==> config.mk <==
export PLATFORM = sky130hd
export DESIGN_NAME = sparse_polynomial_merge_add_unit
export DESIGN_NICKNAME = d
export VERILOG_FILES = /design/src/rtl/core/spma_pkg.sv /design/src/rtl/core/spma_ctrl.sv /design/src/rtl/core/spma_dp.sv /design/src/rtl/core/sparse_polynomial_merge_add_unit.sv
export SDC_FILE = /design/constraint.sdc
export NUM_CORES = 2
export LEC_CHECK = 0
export BUFFER_PORTS_ARGS = -buffer_cell sky130_fd_sc_hd__buf_4
export CELL_PAD_IN_SITES_DETAIL_PLACEMENT = 0
export CELL_PAD_IN_SITES_GLOBAL_PLACEMENT = 2
export CORE_MARGIN = 2
export CORE_UTILIZATION = 28
export DETAILED_ROUTE_END_ITERATION = 8
export PLACE_DENSITY = 0.53
export SKIP_CTS_REPAIR_TIMING = 1
export SYNTH_ARGS = -nofsm -noshare
export SYNTH_HDL_FRONTEND = slang
export SYNTH_SLANG_ARGS = --single-unit
==> constraint.sdc <==
create_clock -name i_clk -period 5.7 [get_ports i_clk]
set_input_delay 0.285 -clock i_clk [delete_from_list [all_inputs] [get_ports i_clk]]
set_output_delay 0.285 -clock i_clk [all_outputs]
set_load 0.02 [all_outputs]
==> src/rtl/core/spma_pkg.sv <==
// ----------------------------------------------------------------------------
// spma_pkg
// Shared types and codes for the sparse polynomial merge-add unit.
// ----------------------------------------------------------------------------
package spma_pkg;

    typedef logic [1:0] t_kind;

    localparam t_kind KIND_LOAD_A = 2'd0;
    localparam t_kind KIND_LOAD_B = 2'd1;
    localparam t_kind KIND_RUN    = 2'd2;

    // Commands from the controller to the datapath.
    typedef struct packed {
        logic load_a;
        logic load_b;
        logic merging;
        logic emit;
    } t_cmd;

    // Status from the datapath to the controller.
    typedef struct packed {
        logic slot_free;
        logic last;
    } t_stat;

endpackage

==> src/rtl/core/spma_ctrl.sv <==
// ----------------------------------------------------------------------------
// spma_ctrl
// Controller: accepts load and run words and sequences the merge.
// ----------------------------------------------------------------------------
module spma_ctrl (
    input  logic              i_clk,
    input  logic              i_rst_n,
    input  logic              i_in_valid,
    output logic              o_in_ready,
    input  spma_pkg::t_kind   i_kind,
    input  spma_pkg::t_stat   i_stat,
    output spma_pkg::t_cmd    o_cmd
);
    import spma_pkg::*;

    typedef enum logic {
        ST_IDLE,
        ST_MERGE
    } t_state;

    t_state r_state;
    t_state n_state;
    logic   w_accept;

    assign o_in_ready = (r_state == ST_IDLE);
    assign w_accept   = i_in_valid && o_in_ready;

    always_comb begin
        o_cmd         = '0;
        o_cmd.merging = (r_state == ST_MERGE);
        n_state       = r_state;
        case (r_state)
            ST_IDLE: begin
                if (w_accept) begin
                    case (i_kind)
                        KIND_LOAD_A: o_cmd.load_a = 1'b1;
                        KIND_LOAD_B: o_cmd.load_b = 1'b1;
                        KIND_RUN:    n_state = ST_MERGE;
                        default:     n_state = ST_IDLE;
                    endcase
                end
            end
            ST_MERGE: begin
                // One term leaves each cycle the output register can take it.
                if (i_stat.slot_free) begin
                    o_cmd.emit = 1'b1;
                    if (i_stat.last) begin
                        n_state = ST_IDLE;
                    end
                end
            end
            default: n_state = ST_IDLE;
        endcase
    end

    always_ff @(posedge i_clk) begin
        if (!i_rst_n) begin
            r_state <= ST_IDLE;
        end else begin
            r_state <= n_state;
        end
    end

endmodule

==> src/rtl/core/spma_dp.sv <==
// ----------------------------------------------------------------------------
// spma_dp
// Datapath: term stores, counts, merge pointers, adder and output register.
// ----------------------------------------------------------------------------
module spma_dp #(
    parameter int LIST_DEPTH = 32,
    parameter int COEF_BITS  = 16,
    parameter int EXPO_BITS  = 10
) (
    input  logic                        i_clk,
    input  logic                        i_rst_n,
    input  spma_pkg::t_cmd              i_cmd,
    output spma_pkg::t_stat             o_stat,
    input  logic signed [COEF_BITS-1:0] i_coef,
    input  logic [EXPO_BITS-1:0]        i_expo,
    output logic                        o_out_valid,
    input  logic                        i_out_ready,
    output logic signed [COEF_BITS:0]   o_sum_coef,
    output logic [EXPO_BITS-1:0]        o_term_expo,
    output logic                        o_last,
    output logic                        o_empty_res,
    output logic                        o_dropped
);
    import spma_pkg::*;

    localparam int AW = (LIST_DEPTH > 1) ? $clog2(LIST_DEPTH) : 1;
    localparam int CW = $clog2(LIST_DEPTH + 1);
    localparam int SW = COEF_BITS + 1;

    logic signed [COEF_BITS-1:0] r_a_coef_mem [LIST_DEPTH];
    logic [EXPO_BITS-1:0]        r_a_expo_mem [LIST_DEPTH];
    logic signed [COEF_BITS-1:0] r_b_coef_mem [LIST_DEPTH];
    logic [EXPO_BITS-1:0]        r_b_expo_mem [LIST_DEPTH];

    logic signed [COEF_BITS-1:0] r_a_coef, r_b_coef;
    logic [EXPO_BITS-1:0]        r_a_expo, r_b_expo;

    logic [CW-1:0] r_a_cnt, r_b_cnt, n_a_cnt, n_b_cnt;
    logic [CW-1:0] r_p, r_q, n_p, n_q;
    logic          r_ovf, n_ovf;
    logic          w_a_full, w_b_full;
    logic          w_a_has, w_b_has, w_adv_a, w_adv_b, w_last, w_empty;
    logic [CW-1:0] w_p_adv, w_q_adv;
    logic [AW-1:0] w_a_raddr, w_b_raddr;
    logic signed [SW-1:0] w_a_ext, w_b_ext, w_sum;
    logic [EXPO_BITS-1:0] w_expo;

    logic                 r_out_valid;
    logic signed [SW-1:0] r_sum_coef;
    logic [EXPO_BITS-1:0] r_term_expo;
    logic                 r_last, r_empty_res, r_dropped;

    assign w_a_full = (r_a_cnt >= CW'(LIST_DEPTH));
    assign w_b_full = (r_b_cnt >= CW'(LIST_DEPTH));

    // Merge decision on the heads of both lists, read from the stores last cycle.
    assign w_a_has = (r_p < r_a_cnt);
    assign w_b_has = (r_q < r_b_cnt);
    assign w_empty = !w_a_has && !w_b_has;
    assign w_a_ext = SW'(r_a_coef);
    assign w_b_ext = SW'(r_b_coef);

    always_comb begin
        w_adv_a = 1'b0;
        w_adv_b = 1'b0;
        w_sum   = '0;
        w_expo  = '0;
        if (w_a_has && w_b_has) begin
            if (r_a_expo == r_b_expo) begin
                w_adv_a = 1'b1;
                w_adv_b = 1'b1;
                w_sum   = w_a_ext + w_b_ext;
                w_expo  = r_a_expo;
            end else if (r_a_expo > r_b_expo) begin
                w_adv_a = 1'b1;
                w_sum   = w_a_ext;
                w_expo  = r_a_expo;
            end else begin
                w_adv_b = 1'b1;
                w_sum   = w_b_ext;
                w_expo  = r_b_expo;
            end
        end else if (w_a_has) begin
            w_adv_a = 1'b1;
            w_sum   = w_a_ext;
            w_expo  = r_a_expo;
        end else if (w_b_has) begin
            w_adv_b = 1'b1;
            w_sum   = w_b_ext;
            w_expo  = r_b_expo;
        end
    end

    assign w_p_adv = r_p + CW'(w_adv_a);
    assign w_q_adv = r_q + CW'(w_adv_b);
    assign w_last  = (w_p_adv >= r_a_cnt) && (w_q_adv >= r_b_cnt);

    assign o_stat.slot_free = !r_out_valid || i_out_ready;
    assign o_stat.last      = w_last;

    always_comb begin
        n_p     = r_p;
        n_q     = r_q;
        n_a_cnt = r_a_cnt;
        n_b_cnt = r_b_cnt;
        n_ovf   = r_ovf;
        if (i_cmd.load_a) begin
            if (w_a_full) begin
                n_ovf = 1'b1;
            end else begin
                n_a_cnt = r_a_cnt + CW'(1);
            end
        end
        if (i_cmd.load_b) begin
            if (w_b_full) begin
                n_ovf = 1'b1;
            end else begin
                n_b_cnt = r_b_cnt + CW'(1);
            end
        end
        if (i_cmd.emit) begin
            if (w_last) begin
                n_p     = '0;
                n_q     = '0;
                n_a_cnt = '0;
                n_b_cnt = '0;
                n_ovf   = 1'b0;
            end else begin
                n_p = w_p_adv;
                n_q = w_q_adv;
            end
        end
    end

    // Outside a merge the stores are read at entry zero, so the heads are ready
    // as soon as a run word is taken.
    assign w_a_raddr = i_cmd.merging ? n_p[AW-1:0] : '0;
    assign w_b_raddr = i_cmd.merging ? n_q[AW-1:0] : '0;

    always_ff @(posedge i_clk) begin
        if (i_cmd.load_a && !w_a_full) begin
            r_a_coef_mem[r_a_cnt[AW-1:0]] <= i_coef;
            r_a_expo_mem[r_a_cnt[AW-1:0]] <= i_expo;
        end
        if (i_cmd.load_b && !w_b_full) begin
            r_b_coef_mem[r_b_cnt[AW-1:0]] <= i_coef;
            r_b_expo_mem[r_b_cnt[AW-1:0]] <= i_expo;
        end
        r_a_coef <= r_a_coef_mem[w_a_raddr];
        r_a_expo <= r_a_expo_mem[w_a_raddr];
        r_b_coef <= r_b_coef_mem[w_b_raddr];
        r_b_expo <= r_b_expo_mem[w_b_raddr];
    end

    always_ff @(posedge i_clk) begin
        if (!i_rst_n) begin
            r_p         <= '0;
            r_q         <= '0;
            r_a_cnt     <= '0;
            r_b_cnt     <= '0;
            r_ovf       <= 1'b0;
            r_out_valid <= 1'b0;
        end else begin
            r_p     <= n_p;
            r_q     <= n_q;
            r_a_cnt <= n_a_cnt;
            r_b_cnt <= n_b_cnt;
            r_ovf   <= n_ovf;
            if (i_cmd.emit) begin
                r_out_valid <= 1'b1;
            end else if (i_out_ready) begin
                r_out_valid <= 1'b0;
            end
        end
    end

    always_ff @(posedge i_clk) begin
        if (i_cmd.emit) begin
            r_sum_coef  <= w_sum;
            r_term_expo <= w_expo;
            r_last      <= w_last;
            r_empty_res <= w_empty;
            r_dropped   <= r_ovf;
        end
    end

    assign o_out_valid = r_out_valid;
    assign o_sum_coef  = r_sum_coef;
    assign o_term_expo = r_term_expo;
    assign o_last      = r_last;
    assign o_empty_res = r_empty_res;
    assign o_dropped   = r_dropped;

endmodule

==> src/rtl/core/sparse_polynomial_merge_add_unit.sv <==
// ----------------------------------------------------------------------------
// sparse_polynomial_merge_add_unit
// Adds two sparse polynomials held as term lists in descending exponent order.
// ----------------------------------------------------------------------------
// A load word appends its term to the first or second list; a load into a full
// list is discarded and sets the dropped flag on every term of the next run. A
// run word starts a two-pointer merge that sends one result word per cycle while
// the output side keeps up; each term store has a single read port. Terms with
// equal exponents leave as one summed term, zero sums included; a run over two
// empty lists sends a single word with empty_res and last set. New words are
// not taken while a merge is in progress, and a run empties both lists.
module sparse_polynomial_merge_add_unit #(
    parameter int LIST_DEPTH = 32,
    parameter int COEF_BITS  = 16,
    parameter int EXPO_BITS  = 10
) (
    input  logic                        i_clk,
    input  logic                        i_rst_n,
    input  logic                        i_in_valid,
    output logic                        o_in_ready,
    input  spma_pkg::t_kind             i_kind,
    input  logic signed [COEF_BITS-1:0] i_coef,
    input  logic [EXPO_BITS-1:0]        i_expo,
    output logic                        o_out_valid,
    input  logic                        i_out_ready,
    output logic signed [COEF_BITS:0]   o_sum_coef,
    output logic [EXPO_BITS-1:0]        o_term_expo,
    output logic                        o_last,
    output logic                        o_empty_res,
    output logic                        o_dropped
);
    import spma_pkg::*;

    t_cmd  w_cmd;
    t_stat w_stat;

    spma_ctrl u_ctrl (
        .i_clk      (i_clk),
        .i_rst_n    (i_rst_n),
        .i_in_valid (i_in_valid),
        .o_in_ready (o_in_ready),
        .i_kind     (i_kind),
        .i_stat     (w_stat),
        .o_cmd      (w_cmd)
    );

    spma_dp #(
        .LIST_DEPTH (LIST_DEPTH),
        .COEF_BITS  (COEF_BITS),
        .EXPO_BITS  (EXPO_BITS)
    ) u_dp (
        .i_clk       (i_clk),
        .i_rst_n     (i_rst_n),
        .i_cmd       (w_cmd),
        .o_stat      (w_stat),
        .i_coef      (i_coef),
        .i_expo      (i_expo),
        .o_out_valid (o_out_valid),
        .i_out_ready (i_out_ready),
        .o_sum_coef  (o_sum_coef),
        .o_term_expo (o_term_expo),
        .o_last      (o_last),
        .o_empty_res (o_empty_res),
        .o_dropped   (o_dropped)
    );

    // Loads and merge steps never coincide.
    a_cmd_excl: assert property (@(posedge i_clk) disable iff (!i_rst_n)
        $onehot0({w_cmd.load_a, w_cmd.load_b, w_cmd.emit}))
        else $error("load and merge commands overlap");

    // An accepted run closes the input side for the following cycle.
    a_run_busy: assert property (@(posedge i_clk) disable iff (!i_rst_n)
        (i_in_valid && o_in_ready && i_kind == KIND_RUN) |=> !o_in_ready)
        else $error("input taken during a merge");

    // The empty-lists word is the whole run and carries zero term fields.
    a_empty_word: assert property (@(posedge i_clk) disable iff (!i_rst_n)
        (o_out_valid && o_empty_res) |->
            (o_last && o_sum_coef == '0 && o_term_expo == '0))
        else $error("malformed empty result word");

endmodule

==> summary.txt <==
Global route
  – Antenna violations before repair: 16
  – Vias in the first global route: 44240
  – Largest net degree at the start of global routing: 65
  – First-pass GRT wire length: 347.3 mm
  – Gr usage total: 18.85%
  – Overflow after GRT: 0

STA
  – Setup Skew: 54.93 ps
  – Final period util: 98.01%
  – Final Max Slew Viols: 0
  – Min Tclk post-route: 5587 ps
  – Fmax: 179.0 MHz
  – Actual slew at the worst max-slew pin: 1381 ps
  – Worst slew margin: 7.590%
  – Final Setup Violations: 0
  – Final hold viol count: 0

Cells and area
  – Final net count: 5367
  – Fin area: 87280 sq um
  – Share of cells above drive strength 1: 21.60%
  – Number of fill cells: 24180
  – Post-Layout Cell Count: 8798
  – Synth-to-Final Area Change: 23.73%
  – Final Util: 34.78%

Floorplanning
  – Core Region: 250900 sq um
  – Die Height: 505.9 microns
  – Initial Util: 28.11%
  – Row count: 184
  – Boundary Pins: 64
  – Die Wd: 505.9 microns
  – Die area: 256000 sq um

Logic synthesis
  – Mux contribution to synthesized area: 2.439%
  – Post-Synth XOR/XNOR Area: 0.4221%
  – Synth cell count leaders: 1694 x edfxtp_1, 454 x nand2_1, 267 x nor2_1
  – Synthesized area: 70540 sq um
  – Yosys top cell area share: 72.11%
  – Sequential area share after synthesis: 74.35%
  – Synthesized flop and latch total: 1773
  – Synth area leader: edfxtp_1
  – Post-Synth Simple-Gate Area: 8.076%
  – Synth async-reset ratio: 0%
  – Syn nets: 4803
  – Top area cells in the synthesized netlist: edfxtp_1 72%, nand2_1 2.4%, dfxtp_1 2.2%
  – Gate Count Post-Synth: 4710
  – EDFF count, synth: 1694
  – Yosys warning count: 0
  – Netlist cell types: 90
  – Post-synthesis adder-cell area fraction: 1.093%
  – Main synth FF type: edfxtp_1
  – Compound-Gate Fraction of Synth Area: 10.98%
  – Main combinational cell family by area after synthesis: compound AO/OA/AOI/OAI gates
  – Syn Area/Cell: 14.98 sq um
  – Most frequent cell after synthesis: edfxtp_1

Power
  – Tot Pwr: 0.02792 W
  – Leak: 28.59 nW
  – Comb pwr share: 2.6%
  – Net Sw Frac: 21.62%
  – Net switching power: 0.006036 W
  – Cell Pwr Density: 319.9 nW/um^2
  – Max VDD drop: 0.0002811 V
  – Clk pwr share: 46.1%
  – Register share of total power: 51.4%
  – P_int: 0.02189 W

Place
  – GPL Wtd Cong: 0.7655
  – IO Port Bufs: 63
  – Cell total after placement: 8394
  – Post-DP Area: 79860 sq um
  – Post-DP HPWL: 159.9 mm

CTS
  – CTS root buf: clkbuf_16
  – Reg clk slew, reported paths: 60 ps
  – Clock Tree Buf Depth: 3
  – CTS tree: built
  – Num CTS Buffers: 199
  – Clock Latency Late Sink: 850 ps
  – Clock sink count: 1773
  – CTS H-Tree Depth: 4

Setup path
  – Arrival time of the worst setup path: 6270 ps
  – Worst setup EP type: register
  – Cell at the slowest stage of the critical path: dfxtp_1
  – WP data required: 6390 ps
  – Crit path kind: register to register
  – Startpoint types: register
  – Family with the most delay on the worst path: simple AND/OR/NAND/NOR gates
  – Max incr delay on CP: 540 ps
  – Critical Path Most Common Cell: buf_4
  – Maximum fanout along the worst path: 8
  – Crit path buf inv count: 6

Route
  – ANT nets after route: 0
  – Via/cell ratio: 5.037
  – WL final: 248.0 mm
  – Wire length per cell: 28.19 microns
  – Total number of vias: 44320
  – DRC: 0
  – DR pass1 iterations: 7
  – Starting DRC count in detailed routing: 3628

Outcome
  – Run status: finished clean

Run
  – Max Cap Viol: 0

Min path
  – Hold WC Path Type: primary input to register
-- flip-flops by register name (all words and copies together) (netlist names), 10 cells and up --
name	count
u_dp.r_a_coef	16
u_dp.r_b_expo	10
u_dp.o_term_expo	10
u_dp.r_a_expo_mem	320
u_dp.r_a_coef_mem	512
u_dp.r_b_coef_mem	512
u_dp.r_a_expo	10
u_dp.r_b_coef	16
u_dp.o_sum_coef	17
u_dp.r_b_expo_mem	320
-- through the flow --
stage          hold slack [ps]  setup WS (ps)  setup TNS [ps]
2_1_floorplan            383.9          597.4               0
3_3_place_gp             427.5         -764.3          -16440
3_5_place_dp             447.4         -654.7          -14410
4_1_cts                 -279.8         -732.3          -17580
5_1_grt                  14.42         -54.66          -221.2
6_report                 13.59          113.4               0
-- cells in the final DEF (no fill, tap or decap), types with 20 or more instances in the layout --
| cell | netlist | routed |
|---|---|---|
| clkinv_1 | 1 | 32 |
| o31ai_1 | 34 | 30 |
| buf_12 | 0 | 94 |
| nor3_1 | 101 | 99 |
| nor2_4 | 1 | 57 |
| a31oi_1 | 87 | 85 |
| a221oi_1 | 35 | 31 |
| a311oi_1 | 22 | 22 |
| clkbuf_8 | 0 | 20 |
| o22ai_1 | 92 | 92 |
| edfxtp_1 | 1694 | 1694 |
| mux2i_1 | 155 | 155 |
| nand3_1 | 125 | 123 |
| clkinv_2 | 0 | 36 |
| inv_1 | 73 | 71 |
| nand2_1 | 454 | 450 |
| nand3b_1 | 71 | 71 |
| nor2_2 | 2 | 23 |
| dfxtp_1 | 79 | 69 |
| xnor2_1 | 26 | 26 |
| nor4_1 | 29 | 22 |
| a21oi_1 | 77 | 71 |
| nor2_1 | 267 | 191 |
| a22oi_1 | 31 | 31 |
| o2111ai_1 | 30 | 25 |
| buf_4 | 23 | 577 |
| and3_1 | 90 | 86 |
| clkbuf_16 | 0 | 203 |
| o311ai_0 | 59 | 58 |
| a211oi_1 | 87 | 85 |
| or3_1 | 21 | 20 |
| o211ai_1 | 59 | 59 |
| o221ai_1 | 132 | 132 |
| clkbuf_1 | 153 | 49 |
| o21ai_0 | 128 | 124 |
| ha_1 | 60 | 52 |
| a32oi_1 | 65 | 61 |
-- layout make-up --
class                      count  area [sq um]  share of cell area [%]
antenna                        5         12.51                 0.01434
clock buffer                 268          5439                   6.232
clock inverter               104          1107                   1.269
inverter                      77         291.5                  0.3340
multi-input combinational   2535         17290                   19.81
sequential                  1773         52470                   60.11
tap                         3348          4189                   4.800
timing repair buffer         688          6489                   7.434
-- worst paths after layout --
path	start	to	slack, ps	cells past startpoint
max	u_dp.r_a_expo[5]	u_dp.r_b_coef[4]	110	28
min	i_expo[9]	u_dp.r_b_expo_mem[16][9]	10	1
max reg2reg	u_dp.r_a_expo[5]	u_dp.r_b_coef[4]	110	28
min reg2reg	u_dp.r_ovf	u_dp.o_dropped	440	0
-- power groups by stage --
stage / registers (W) / logic, W / clock network, W
floorplan: 0.0146 / 0.000224 / 0
global placement: 0.0146 / 0.000703 / 0
detailed placement: 0.0146 / 0.000708 / 0
CTS: 0.0143 / 0.000709 / 0.0132
global route: 0.0143 / 0.000775 / 0.0137
finish: 0.0143 / 0.000717 / 0.0129
-- metal layers --
layer  GRT usage, %  vias to the layer above  part of all wire (%)  wire [microns]
li1               -                    19860                     -               -
met1          25.72                    23160                    45          111200
met2          32.19                     1047                    49          122700
met3          2.340                      259                   4.1           10100
met4          3.744                        0                   1.6            3991
met5              0                        -                     0               0
-- cell families after synthesis --
| group | count (synthesis) |
|---|---|
| XOR/XNOR | 34 |
| adder cells (fa/ha/maj) | 61 |
| flip-flops | 1773 |
| AND/OR/NAND/NOR | 1222 |
| AO/OA/AOI/OAI | 1047 |
| buffers and inverters | 403 |
| multiplexers | 170 |
Note: power is estimated with default switching activity, not from simulation.
